### src/design/msr_pkg.sv
// types and constants shared by the speed ramp frame sender
`default_nettype none

package msr_pkg;

    typedef struct packed {
        logic [1:0]         operation;
        logic signed [15:0] steer_value;
        logic signed [15:0] speed_value;
        logic [14:0]        ramp_ms;
        logic [31:0]        now_ms;
    } t_in_item;

    typedef struct packed {
        logic [7:0] frame_byte;
        logic       last_byte;
    } t_out_item;

    localparam logic [1:0] OP_SET  = 2'd0;
    localparam logic [1:0] OP_SOFT = 2'd1;
    localparam logic [1:0] OP_TICK = 2'd2;

    typedef enum logic [1:0] {
        K_SET,
        K_SOFT,
        K_TICK
    } t_kind;

    typedef struct packed {
        t_kind       kind;
        logic [15:0] steer;
        logic [15:0] speed;
        logic [14:0] ramp_ms;
        logic [31:0] now_ms;
    } t_cmd;

    typedef struct packed {
        logic [15:0] steer;
        logic [15:0] speed;
    } t_frame_req;

    typedef enum logic [2:0] {
        S_IDLE,
        S_MUL,
        S_DIV,
        S_ADD,
        S_SEND
    } t_ramp_state;

    localparam int          PROD_W        = 48;
    localparam logic [5:0]  DIV_LAST      = 6'd47;
    localparam logic [2:0]  LAST_BYTE_IDX = 3'd7;
    localparam logic [15:0] MARKER_RESET  = 16'hABCD;
    localparam int          ADDR_W        = 3;
    localparam logic [0:0]  IDX_START_MARKER = 1'b0;

endpackage

`default_nettype wire

### src/design/msr_front.sv
// front end: accepts items, classifies them and queues commands
`default_nettype none

module msr_front
    import msr_pkg::*;
#(
    parameter int DEPTH = 2
) (
    input  wire logic     i_clk,
    input  wire logic     i_rst_n,
    input  wire logic     i_push,
    output logic          o_full,
    input  wire t_in_item i_item,
    output t_cmd          o_cmd,
    output logic          o_cmd_valid,
    input  wire logic     i_cmd_take
);

    localparam int PTR_W = (DEPTH > 1) ? $clog2(DEPTH) : 1;
    localparam int CNT_W = $clog2(DEPTH + 1);
    localparam logic [PTR_W-1:0] PTR_LAST = PTR_W'(DEPTH - 1);
    localparam logic [CNT_W-1:0] CNT_FULL = CNT_W'(DEPTH);

    t_cmd             r_q [DEPTH];
    logic [PTR_W-1:0] r_wr, n_wr;
    logic [PTR_W-1:0] r_rd, n_rd;
    logic [CNT_W-1:0] r_cnt, n_cnt;
    t_cmd             w_cmd;
    logic             w_known;
    logic             w_wr;
    logic             w_rd;

    always_comb begin
        w_cmd.steer   = i_item.steer_value;
        w_cmd.speed   = i_item.speed_value;
        w_cmd.ramp_ms = i_item.ramp_ms;
        w_cmd.now_ms  = i_item.now_ms;
        w_known       = 1'b1;
        case (i_item.operation)
            OP_SET:  w_cmd.kind = K_SET;
            OP_SOFT: w_cmd.kind = K_SOFT;
            OP_TICK: w_cmd.kind = K_TICK;
            default: begin
                w_cmd.kind = K_SET;
                w_known    = 1'b0;
            end
        endcase
    end

    assign o_full      = (r_cnt == CNT_FULL);
    assign o_cmd_valid = (r_cnt != '0);
    assign o_cmd       = r_q[r_rd];
    // unused codes are taken and dropped
    assign w_wr        = i_push & ~o_full & w_known;
    assign w_rd        = i_cmd_take & o_cmd_valid;

    always_comb begin
        n_wr  = r_wr;
        n_rd  = r_rd;
        n_cnt = r_cnt;
        if (w_wr) begin
            n_wr = (r_wr == PTR_LAST) ? '0 : r_wr + 1'b1;
        end
        if (w_rd) begin
            n_rd = (r_rd == PTR_LAST) ? '0 : r_rd + 1'b1;
        end
        if (w_wr && !w_rd) begin
            n_cnt = r_cnt + 1'b1;
        end else if (!w_wr && w_rd) begin
            n_cnt = r_cnt - 1'b1;
        end
    end

    always_ff @(posedge i_clk) begin
        if (!i_rst_n) begin
            r_wr  <= '0;
            r_rd  <= '0;
            r_cnt <= '0;
        end else begin
            r_wr  <= n_wr;
            r_rd  <= n_rd;
            r_cnt <= n_cnt;
        end
    end

    always_ff @(posedge i_clk) begin
        if (w_wr) begin
            r_q[r_wr] <= w_cmd;
        end
    end

endmodule

`default_nettype wire

### src/design/msr_ramp.sv
// back end: command state, linear ramp update with serial divide
`default_nettype none

module msr_ramp
    import msr_pkg::*;
(
    input  wire logic i_clk,
    input  wire logic i_rst_n,
    input  wire t_cmd i_cmd,
    input  wire logic i_cmd_valid,
    output logic      o_cmd_take,
    output t_frame_req o_req,
    output logic      o_req_valid,
    input  wire logic i_req_ready
);

    t_ramp_state       r_state, n_state;
    logic [15:0]       r_steer, n_steer;
    logic [15:0]       r_speed, n_speed;
    logic [15:0]       r_from, n_from;
    logic [15:0]       r_to, n_to;
    logic [31:0]       r_begin, n_begin;
    logic [31:0]       r_finish, n_finish;
    logic [31:0]       r_elapsed, n_elapsed;
    logic [31:0]       r_span, n_span;
    logic [15:0]       r_mag, n_mag;
    logic              r_neg, n_neg;
    logic [PROD_W-1:0] r_quo, n_quo;
    logic [31:0]       r_rem, n_rem;
    logic [5:0]        r_cnt, n_cnt;
    logic [PROD_W-1:0] w_prod;
    logic [16:0]       w_diff;
    logic [16:0]       w_absd;
    logic [32:0]       w_trial;
    logic [32:0]       w_sub;
    logic [15:0]       w_step;

    assign w_prod  = r_mag * r_elapsed;
    assign w_diff  = {r_to[15], r_to} - {r_from[15], r_from};
    assign w_absd  = w_diff[16] ? (17'd0 - w_diff) : w_diff;
    assign w_trial = {r_rem, r_quo[PROD_W-1]};
    assign w_sub   = w_trial - {1'b0, r_span};
    assign w_step  = r_neg ? (16'd0 - r_quo[15:0]) : r_quo[15:0];

    assign o_req.steer = r_steer;
    assign o_req.speed = r_speed;

    always_comb begin
        n_state   = r_state;
        n_steer   = r_steer;
        n_speed   = r_speed;
        n_from    = r_from;
        n_to      = r_to;
        n_begin   = r_begin;
        n_finish  = r_finish;
        n_elapsed = r_elapsed;
        n_span    = r_span;
        n_mag     = r_mag;
        n_neg     = r_neg;
        n_quo     = r_quo;
        n_rem     = r_rem;
        n_cnt     = r_cnt;
        o_cmd_take  = 1'b0;
        o_req_valid = 1'b0;
        case (r_state)
            S_IDLE: begin
                if (i_cmd_valid) begin
                    o_cmd_take = 1'b1;
                    case (i_cmd.kind)
                        K_SET: begin
                            n_from  = i_cmd.speed;
                            n_steer = i_cmd.steer;
                            n_speed = i_cmd.speed;
                        end
                        K_SOFT: begin
                            n_from   = r_speed;
                            n_to     = i_cmd.speed;
                            n_begin  = i_cmd.now_ms;
                            n_finish = i_cmd.now_ms + {17'd0, i_cmd.ramp_ms};
                            n_steer  = i_cmd.steer;
                        end
                        K_TICK: begin
                            n_state = S_SEND;
                            if (r_finish != '0) begin
                                if (i_cmd.now_ms >= r_finish) begin
                                    n_speed  = r_to;
                                    n_from   = '0;
                                    n_to     = '0;
                                    n_begin  = '0;
                                    n_finish = '0;
                                end else if (r_finish != r_begin) begin
                                    n_elapsed = i_cmd.now_ms - r_begin;
                                    n_span    = r_finish - r_begin;
                                    n_neg     = w_diff[16];
                                    n_mag     = w_absd[15:0];
                                    n_state   = S_MUL;
                                end
                            end
                        end
                        default: ;
                    endcase
                end
            end
            S_MUL: begin
                n_quo   = w_prod;
                n_rem   = '0;
                n_cnt   = '0;
                n_state = S_DIV;
            end
            S_DIV: begin
                if (!w_sub[32]) begin
                    n_rem = w_sub[31:0];
                    n_quo = {r_quo[PROD_W-2:0], 1'b1};
                end else begin
                    n_rem = w_trial[31:0];
                    n_quo = {r_quo[PROD_W-2:0], 1'b0};
                end
                n_cnt = r_cnt + 1'b1;
                if (r_cnt == DIV_LAST) begin
                    n_state = S_ADD;
                end
            end
            S_ADD: begin
                n_speed = r_from + w_step;
                n_state = S_SEND;
            end
            S_SEND: begin
                o_req_valid = 1'b1;
                if (i_req_ready) begin
                    n_state = S_IDLE;
                end
            end
            default: n_state = S_IDLE;
        endcase
    end

    always_ff @(posedge i_clk) begin
        if (!i_rst_n) begin
            r_state  <= S_IDLE;
            r_steer  <= '0;
            r_speed  <= '0;
            r_from   <= '0;
            r_to     <= '0;
            r_begin  <= '0;
            r_finish <= '0;
        end else begin
            r_state  <= n_state;
            r_steer  <= n_steer;
            r_speed  <= n_speed;
            r_from   <= n_from;
            r_to     <= n_to;
            r_begin  <= n_begin;
            r_finish <= n_finish;
        end
    end

    always_ff @(posedge i_clk) begin
        r_elapsed <= n_elapsed;
        r_span    <= n_span;
        r_mag     <= n_mag;
        r_neg     <= n_neg;
        r_quo     <= n_quo;
        r_rem     <= n_rem;
        r_cnt     <= n_cnt;
    end

endmodule

`default_nettype wire

### src/design/msr_tx.sv
// frame builder and byte output buffer
`default_nettype none

module msr_tx
    import msr_pkg::*;
(
    input  wire logic       i_clk,
    input  wire logic       i_rst_n,
    input  wire logic [15:0] i_marker,
    input  wire t_frame_req i_req,
    input  wire logic       i_req_valid,
    output logic            o_req_ready,
    output t_out_item       o_result,
    output logic            o_empty,
    input  wire logic       i_pop
);

    logic        r_busy, n_busy;
    logic [2:0]  r_idx, n_idx;
    logic [63:0] r_words;
    logic [15:0] w_neg;
    logic [15:0] w_chk;
    logic        w_load;

    assign w_neg  = 16'd0 - i_req.speed;
    assign w_chk  = i_marker ^ i_req.steer ^ w_neg;
    assign w_load = i_req_valid & ~r_busy;

    assign o_req_ready         = ~r_busy;
    assign o_empty             = ~r_busy;
    assign o_result.frame_byte = r_words[{r_idx, 3'b000} +: 8];
    assign o_result.last_byte  = (r_idx == LAST_BYTE_IDX);

    always_comb begin
        n_busy = r_busy;
        n_idx  = r_idx;
        if (w_load) begin
            n_busy = 1'b1;
            n_idx  = '0;
        end else if (r_busy && i_pop) begin
            n_idx = r_idx + 1'b1;
            if (r_idx == LAST_BYTE_IDX) begin
                n_busy = 1'b0;
            end
        end
    end

    always_ff @(posedge i_clk) begin
        if (!i_rst_n) begin
            r_busy <= 1'b0;
            r_idx  <= '0;
        end else begin
            r_busy <= n_busy;
            r_idx  <= n_idx;
        end
    end

    always_ff @(posedge i_clk) begin
        if (w_load) begin
            r_words <= {w_chk, w_neg, i_req.steer, i_marker};
        end
    end

endmodule

`default_nettype wire

### src/design/motor_speed_ramp_frame_sender.sv
// top level: config register and the front, ramp and frame stages
//
//  channel   | direction | transfer when
//  ----------+-----------+------------------------------------------
//  item      | in        | push & !full
//  result    | out       | pop & !empty, one byte, 8 per tick
//  config    | in        | psel & penable & pwrite & pready
//
// set and soft items finish in the ramp idle state; unused codes never reach it
// a tick compares, then while a ramp runs: 16x32 multiply, 48-step restoring
// divide in one shared subtractor, final add, then handoff to the frame buffer
// the frame buffer holds one frame and drains one byte per pop, so the ramp
// unit keeps working while a frame waits; full rises when the queue holds DEPTH
// synchronous reset clears the command state and sets the marker to 0xabcd
`default_nettype none

module motor_speed_ramp_frame_sender
    import msr_pkg::*;
#(
    parameter int DEPTH = 2
) (
    input  wire logic              i_clk,
    input  wire logic              i_rst_n,
    input  wire logic              push,
    output logic                   full,
    input  wire t_in_item          i_item,
    output logic                   empty,
    input  wire logic              pop,
    output t_out_item              o_result,
    input  wire logic              psel,
    input  wire logic              penable,
    input  wire logic              pwrite,
    input  wire logic [ADDR_W-1:0] paddr,
    input  wire logic [31:0]       pwdata,
    output logic [31:0]            prdata,
    output logic                   pready
);

    logic [15:0] r_marker;
    t_cmd        w_cmd;
    logic        w_cmd_valid;
    logic        w_cmd_take;
    t_frame_req  w_req;
    logic        w_req_valid;
    logic        w_req_ready;
    logic        w_hit;

    assign pready = 1'b1;
    assign w_hit  = (paddr[ADDR_W-1:2] == IDX_START_MARKER);
    assign prdata = w_hit ? {16'd0, r_marker} : 32'd0;

    always_ff @(posedge i_clk) begin
        if (!i_rst_n) begin
            r_marker <= MARKER_RESET;
        end else if (psel && penable && pwrite && w_hit) begin
            r_marker <= pwdata[15:0];
        end
    end

    msr_front #(
        .DEPTH(DEPTH)
    ) u_front (
        .i_clk      (i_clk),
        .i_rst_n    (i_rst_n),
        .i_push     (push),
        .o_full     (full),
        .i_item     (i_item),
        .o_cmd      (w_cmd),
        .o_cmd_valid(w_cmd_valid),
        .i_cmd_take (w_cmd_take)
    );

    msr_ramp u_ramp (
        .i_clk      (i_clk),
        .i_rst_n    (i_rst_n),
        .i_cmd      (w_cmd),
        .i_cmd_valid(w_cmd_valid),
        .o_cmd_take (w_cmd_take),
        .o_req      (w_req),
        .o_req_valid(w_req_valid),
        .i_req_ready(w_req_ready)
    );

    msr_tx u_tx (
        .i_clk      (i_clk),
        .i_rst_n    (i_rst_n),
        .i_marker   (r_marker),
        .i_req      (w_req),
        .i_req_valid(w_req_valid),
        .o_req_ready(w_req_ready),
        .o_result   (o_result),
        .o_empty    (empty),
        .i_pop      (pop)
    );

endmodule

`default_nettype wire
### config.mk
export PLATFORM = sky130hd
export DESIGN_NAME = motor_speed_ramp_frame_sender
export DESIGN_NICKNAME = d
export VERILOG_FILES = /design/src/design/msr_pkg.sv /design/src/design/msr_front.sv /design/src/design/msr_ramp.sv /design/src/design/msr_tx.sv /design/src/design/motor_speed_ramp_frame_sender.sv
export SDC_FILE = /design/constraint.sdc
export NUM_CORES = 2
export LEC_CHECK = 0
export ABC_CLOCK_PERIOD_IN_PS = 15500
export BUFFER_PORTS_ARGS = -buffer_cell sky130_fd_sc_hd__clkbuf_2
export CORE_ASPECT_RATIO = 1.2
export CORE_MARGIN = 2
export CORE_UTILIZATION = 65
export DETAILED_ROUTE_END_ITERATION = 12
export GPL_TIMING_DRIVEN = 0
export PLACE_DENSITY = 0.83
export RECOVER_POWER = 25
export SYNTH_ARGS = -nofsm -noshare
export SYNTH_HDL_FRONTEND = slang
export SYNTH_SLANG_ARGS = --single-unit
### constraint.sdc
create_clock -name i_clk -period 15.5 [get_ports i_clk]
set_clock_uncertainty 0.2 [all_clocks]
set_input_delay 2.325 -clock i_clk [delete_from_list [all_inputs] [get_ports i_clk]]
set_output_delay 2.325 -clock i_clk [all_outputs]
set_load 0.03 [all_outputs]
## Word-level counts from Yosys, hierarchy flattened

Memories as Yosys holds them, arrays and structs flattened. A register that Yosys moved wholly into a read port is not among the register bits.
Index checks and enable logic that the tools add are counted.
W data, S select, Z words.

| word-level totals | value |
|---|---|
| register bits after elaboration | 386 |
| bits in writable memories | 162 |
| input port bits | 123 |
| logic and storage cells | 147 |
| memories | 1 |

| operators by class | value |
|---|---|
| add/subtract/negate cells | 15 |
| multiply operators | 1 |
| magnitude comparators | 1 |
| eq/ne operators | 21 |
| shift-type cells | 1 |
| muxes and demuxes | 45 |
| bitwise logic cells | 11 |
| reduce and logical (&&, ||, !) cells | 30 |

Memories:

| memory | depth | bits a word | read ports | clocked after Yosys merged registers in | write ports | RTL line | RTL |
|---|---|---|---|---|---|---|---|
| u_front.r_q | 2 | 81 | 1 | 1 | 1 | msr_front.sv:24 | `t_cmd r_q [DEPTH];` |

Operators by type and width:

| operator | count |
|---|---|
| $pmux W32 S2 | 3 |
| $mux W16 | 8 |
| $mux W32 | 3 |
| $pmux W16 S2 | 3 |
| $pmux W48 S2 | 1 |
| $shiftx A64 B7 Y8 | 1 |
| $sub A32 B32 Y32 | 2 |
| $mul A16 B32 Y48 | 1 |
| $pmux W16 S3 | 1 |
| $sub A1 B16 Y16 const A | 3 |
| $sub A33 B32 Y33 | 1 |
| $add A32 B15 Y32 | 1 |
| $ge A32 B32 Y1 | 1 |
| $ne A32 B32 Y1 | 1 |
| $reduce_bool A32 Y1 | 1 |
| $xor A16 B16 Y16 | 2 |
| $mux W3 | 7 |
| $sub A16 B16 Y17 | 1 |
| $add A16 B16 Y16 | 1 |
| $pmux W3 S5 | 1 |
| $reduce_and A5 Y1 | 3 |
| $mux W1 | 14 |
| $reduce_bool A2 Y1 | 7 |
| $pmux W6 S2 | 1 |
| other kinds (30) | 57 |

## Logic depth before layout (Yosys ltp)

| logic depth | value |
|---|---|
| word-level depth | 8 |
| depth in mapped cells | 26 |
| mapped depth without buffers | 25 |

## Modules after synthesis

A second synthesis with hierarchy kept.

| unflattened totals | value |
|---|---|
| cells, all modules | 4622 |
| area total of the unflattened synthesis | 46244.4 µm² |

By module, submodules not included:

| module | times used | cells each | area an instance (µm²) | seq. area each (µm²) |
|---|---|---|---|---|
| msr_ramp | 1 | 4041 | 35783.1 | 7637.3 |
| msr_front | 1 | 279 | 6104.6 | 4964.8 |
| msr_tx | 1 | 196 | 3399.5 | 2001.9 |
| motor_speed_ramp_frame_sender | 1 | 106 | 957.2 | 320.3 |

## Worst setup path after synthesis

No wires, ideal clock.

| timing path | value |
|---|---|
| path kind | register to register |
| start | register u_ramp.r_elapsed[10] |
| end | register u_ramp.r_quo[47], data pin |
| setup time | 0.270 ns |
| data arrival time | 6.316 ns |
| required time | 15.030 ns |
| slack | 8.714 ns |
| stages on the path, launching flop included | 24 |
| buffers on the path | 1 |
| cell sequence | edfxtp_1 -> clkbuf_1 -> nand2_1 -> fa_1 -> inv_1 -> fa_1 -> fa_1 -> fa_1 -> fa_1 -> inv_1 -> fa_1 -> inv_1 -> ha_1 -> a211oi_1 -> nor2_1 -> o41ai_1 -> o2bb2ai_1 -> nor2_1 -> a21oi_1 -> a211o_1 -> a41o_1 -> a221oi_1 -> xnor2_1 -> a21oi_1 |

| between the ends | value |
|---|---|
| longest elaborated chain between the ends | 2 |

Ends and longest elaborated chain:

| element | RTL line | RTL |
|---|---|---|
| from (decl) | msr_ramp.sv:24 | `logic [31:0] r_elapsed, n_elapsed;` |
| from (signal assigned) | msr_ramp.sv:158 | `r_elapsed <= n_elapsed;` |
| $mul A16 B32 Y48 | msr_ramp.sv:38 | `assign w_prod = r_mag * r_elapsed;` |
| $pmux W48 S2 | msr_ramp.sv:65 | `case (r_state)` |
| net u_ramp.n_quo[47] | msr_ramp.sv:28 | `logic [PROD_W-1:0] r_quo, n_quo;` |
| to (signal assigned) | msr_ramp.sv:162 | `r_quo <= n_quo;` |
| to (decl) | msr_ramp.sv:28 |  |

The timed path passes the listed nets, and every way through them passes these cells.
A chain may end at the register's enable or synchronous reset.

## Worst setup path after layout

| timing path | value |
|---|---|
| start | register u_ramp.r_elapsed[9] |
| end | register u_ramp.r_quo[46], data pin |

Same word-level chain as after synthesis.

==> out/metrics.cfg <==
[yosys]
yosys.area.top_type_share_pct = 25.8
synthTopCellsByCount = 646 x inv_1, 543 x nand2_1, 424 x fa_1, 393 x edfxtp_1, 302 x ha_1
synth_top_family_by_area = adder cells
synth_cell_types = 81
synth_most_common_cell = inv_1
syn_inst = 4607
synthMuxAreaShare_pct = 3.90
synth_edf_count = 393
synth_xor_area_share_pct = 4.98
synthesis.area_um2 = 45700
seq_area_frac_synth_pct = 32.6
async_flop_share_pct = 0
synth-compound-area-share_pct = 10.5
yosys.area_share.simple_pct = 14.0
synthAdderAreaFrac_pct = 26.8
avgSynthCellArea_um2 = 9.93
synth.largest_area_cell = edfxtp_1
yosys_warnings = 0
yosys_most_used_dff = edfxtp_1
ys_ff_latch = 549
synth_area_leaders = edfxtp_1 26%, fa_1 19%, ha_1 8.3%

[setup_path]
slowest_stage = edfxtp_1
end_kind = flip-flop
regToRegStartpoint = u_ramp.r_elapsed[9]
cp.required_ps = 15720
crit_path_start_kind = flip-flop
startpoint = u_ramp.r_elapsed[9]
crit_chain = clkbuf_1 -> nand2_1 -> fa_1 -> inv_1 -> fa_1 -> fa_1 -> fa_1 -> fa_1 -> inv_1 -> fa_1 -> inv_1 -> ha_1 -> clkbuf_1 -> nand2_1 -> nor3_1 -> nand2_1 -> nor4_1 -> o211ai_1 -> o21a_1 -> o21ai_1 -> a311o_1 -> nand4_1 -> and3_1 -> nor4_1
critPathMaxFanout = 10
crit_type = reg -> reg
worstPathArrival_ps = 8930
r2r_setup_slack_ps = 6790
critPathMostFrequentCell = fa_1
timing.rr.end = u_ramp.r_quo[46]
slowest_delay_ps = 720
reg2reg_depth = 24
endpoint = u_ramp.r_quo[46]

[clocking]
clock-sinks = 549
cts_hold_buf = 0
cts.repair.resized = 0
clock_path_buffers = 3
cts_root_buf = clkbuf_16
numCtsBuffers = 53
clk_pin_slew_ps = 60
tritoncts = yes
h-tree-depth = 2
postCtsSetupRepairBufs = 0
clk_latency_ps = 620

[floorplanning]
pin_count = 167
die-width_um = 246
num_rows = 106
initial_core_util_pct = 65.7
core-area_um2 = 69600
die_area_um2 = 72500
fp.dieH_um = 295

[sta]
drv_slew = 55
fmax_mhz = 115
rsz0062_at_grt = false
hold_viol_final = 0
period_share_pct = 56.2
tightest_slew_ps = 2510
setup_viol = 0
relSlewSlack_pct = -67.9
final.min_clock_period_ps = 8710
fin_setup_tns_ps = 0

[route]
viasPerCell = 6.05
wire_per_inst_um = 21.7
first_iter_violations = 2788
first_pass_iters = 7
wl_um = 125000
via_count = 35000
ant_nets = 0
drc = 0

[grt]
grt_pass1_wl_um = 197000
antenna_found_initial = 6
track_usage_pct = 35.3
gr-total-overflow = 0
grt_max_degree = 70
grt_pass1_vias = 36300

[flow_run]
cap_violations = 2

[worst_hold_path]
holdCritStartpoint = u_ramp.r_begin[22]
min_path_type = reg -> reg

[finish]
nNetsFinal = 5664
fill_cells = 5173
syn_to_final_growth_pct = 8.42
drive_gt1_share_pct = 5.50

[placed_design]
gp_congestion = 1.01
numPortBuffers = 131
hpwl_um = 98400

[outcome]
violations = max-capacitance violations, max-slew violations
status = finished, violations left

[placed cells by master, fill, tap and decap left out, types with 156 or more instances in the layout]
master    count
inv_1       647
nand2_1     543
fa_1        424
edfxtp_1    393
ha_1        302
clkbuf_1    242
and2_1      216
a21oi_1     214
nor2_1      198
xnor2_1     188
dfxtp_1     156
[per-layer routing]
metal	share of wire, %	vias to the layer above	global-route usage (%)
met5	0	-	0
met4	7.6	0	23.1
met3	7.4	528	5.17
met2	49	1704	60.3
met1	36	17000	41.3
li1	-	15800	-
[cells by family after synthesis]
family          Yosys count
other cells               2
compound gates          732
mux                     152
simple gates           1331
fa+ha+maj               726
xor+xnor                260
flops                   549
buf+inv                 855
[through the flow]
stage	std cells	worst slack, ps	util (%)	area (um^2)	hold slack, ps
after floorplan	4622	8710	-	45800	231
after global placement	5671	7130	68.3	47600	237
after detailed placement	5678	7070	68.6	47800	242
after CTS	5776	7030	71.3	49700	251
after global routing	5780	6560	71.2	49600	276
final	5780	6790	71.2	49600	250
[critical path: cells and delay by family (launching register included)]
| family | cells | cell delay (ps) |
|---|---|---|
| adders and majority gates | 7 | 3570 |
| and+or+nand+nor | 8 | 1740 |
| AOI/OAI and AO/OA | 4 | 1200 |
| buffers and inverters | 5 | 1070 |
| DFF | 1 | 720 |
[registers in the layout (all words and copies together) (netlist names), 32 cells and up, named ones only]
| signal | count |
|---|---|
| u_ramp.r_begin | 32 |
| u_ramp.r_quo | 48 |
| u_ramp.r_span | 32 |
| u_ramp.r_finish | 32 |
| u_front.r_q | 162 |
| u_ramp.r_rem | 32 |
| u_tx.r_words | 64 |
| u_ramp.r_elapsed | 32 |
[layout make-up]
class,instances,area (um^2),area share [%]
antenna,4,10.0,0.0202
buffer,207,848,1.71
clock buffer,63,1420,2.87
clock inverter,35,450,0.909
inverter,648,2430,4.91
multi-input combinational,3218,27600,55.7
sequential,549,14900,30.1
tap,918,1150,2.32
timing repair buffer,138,741,1.49
[how the worst min path moves through the flow]
stage	to	slack (ps)	cells after the start
2_1_floorplan	u_ramp.r_begin[10]	230	2
3_3_place_gp	u_ramp.r_begin[22]	240	2
3_5_place_dp	u_ramp.r_begin[22]	240	2
4_1_cts	u_ramp.r_begin[22]	250	2
5_1_grt	u_ramp.r_begin[12]	280	2
6_report	u_ramp.r_begin[22]	250	2
Power is not shown: default switching activity piles up to over one toggle a cycle in this logic, so the estimate is an artifact.
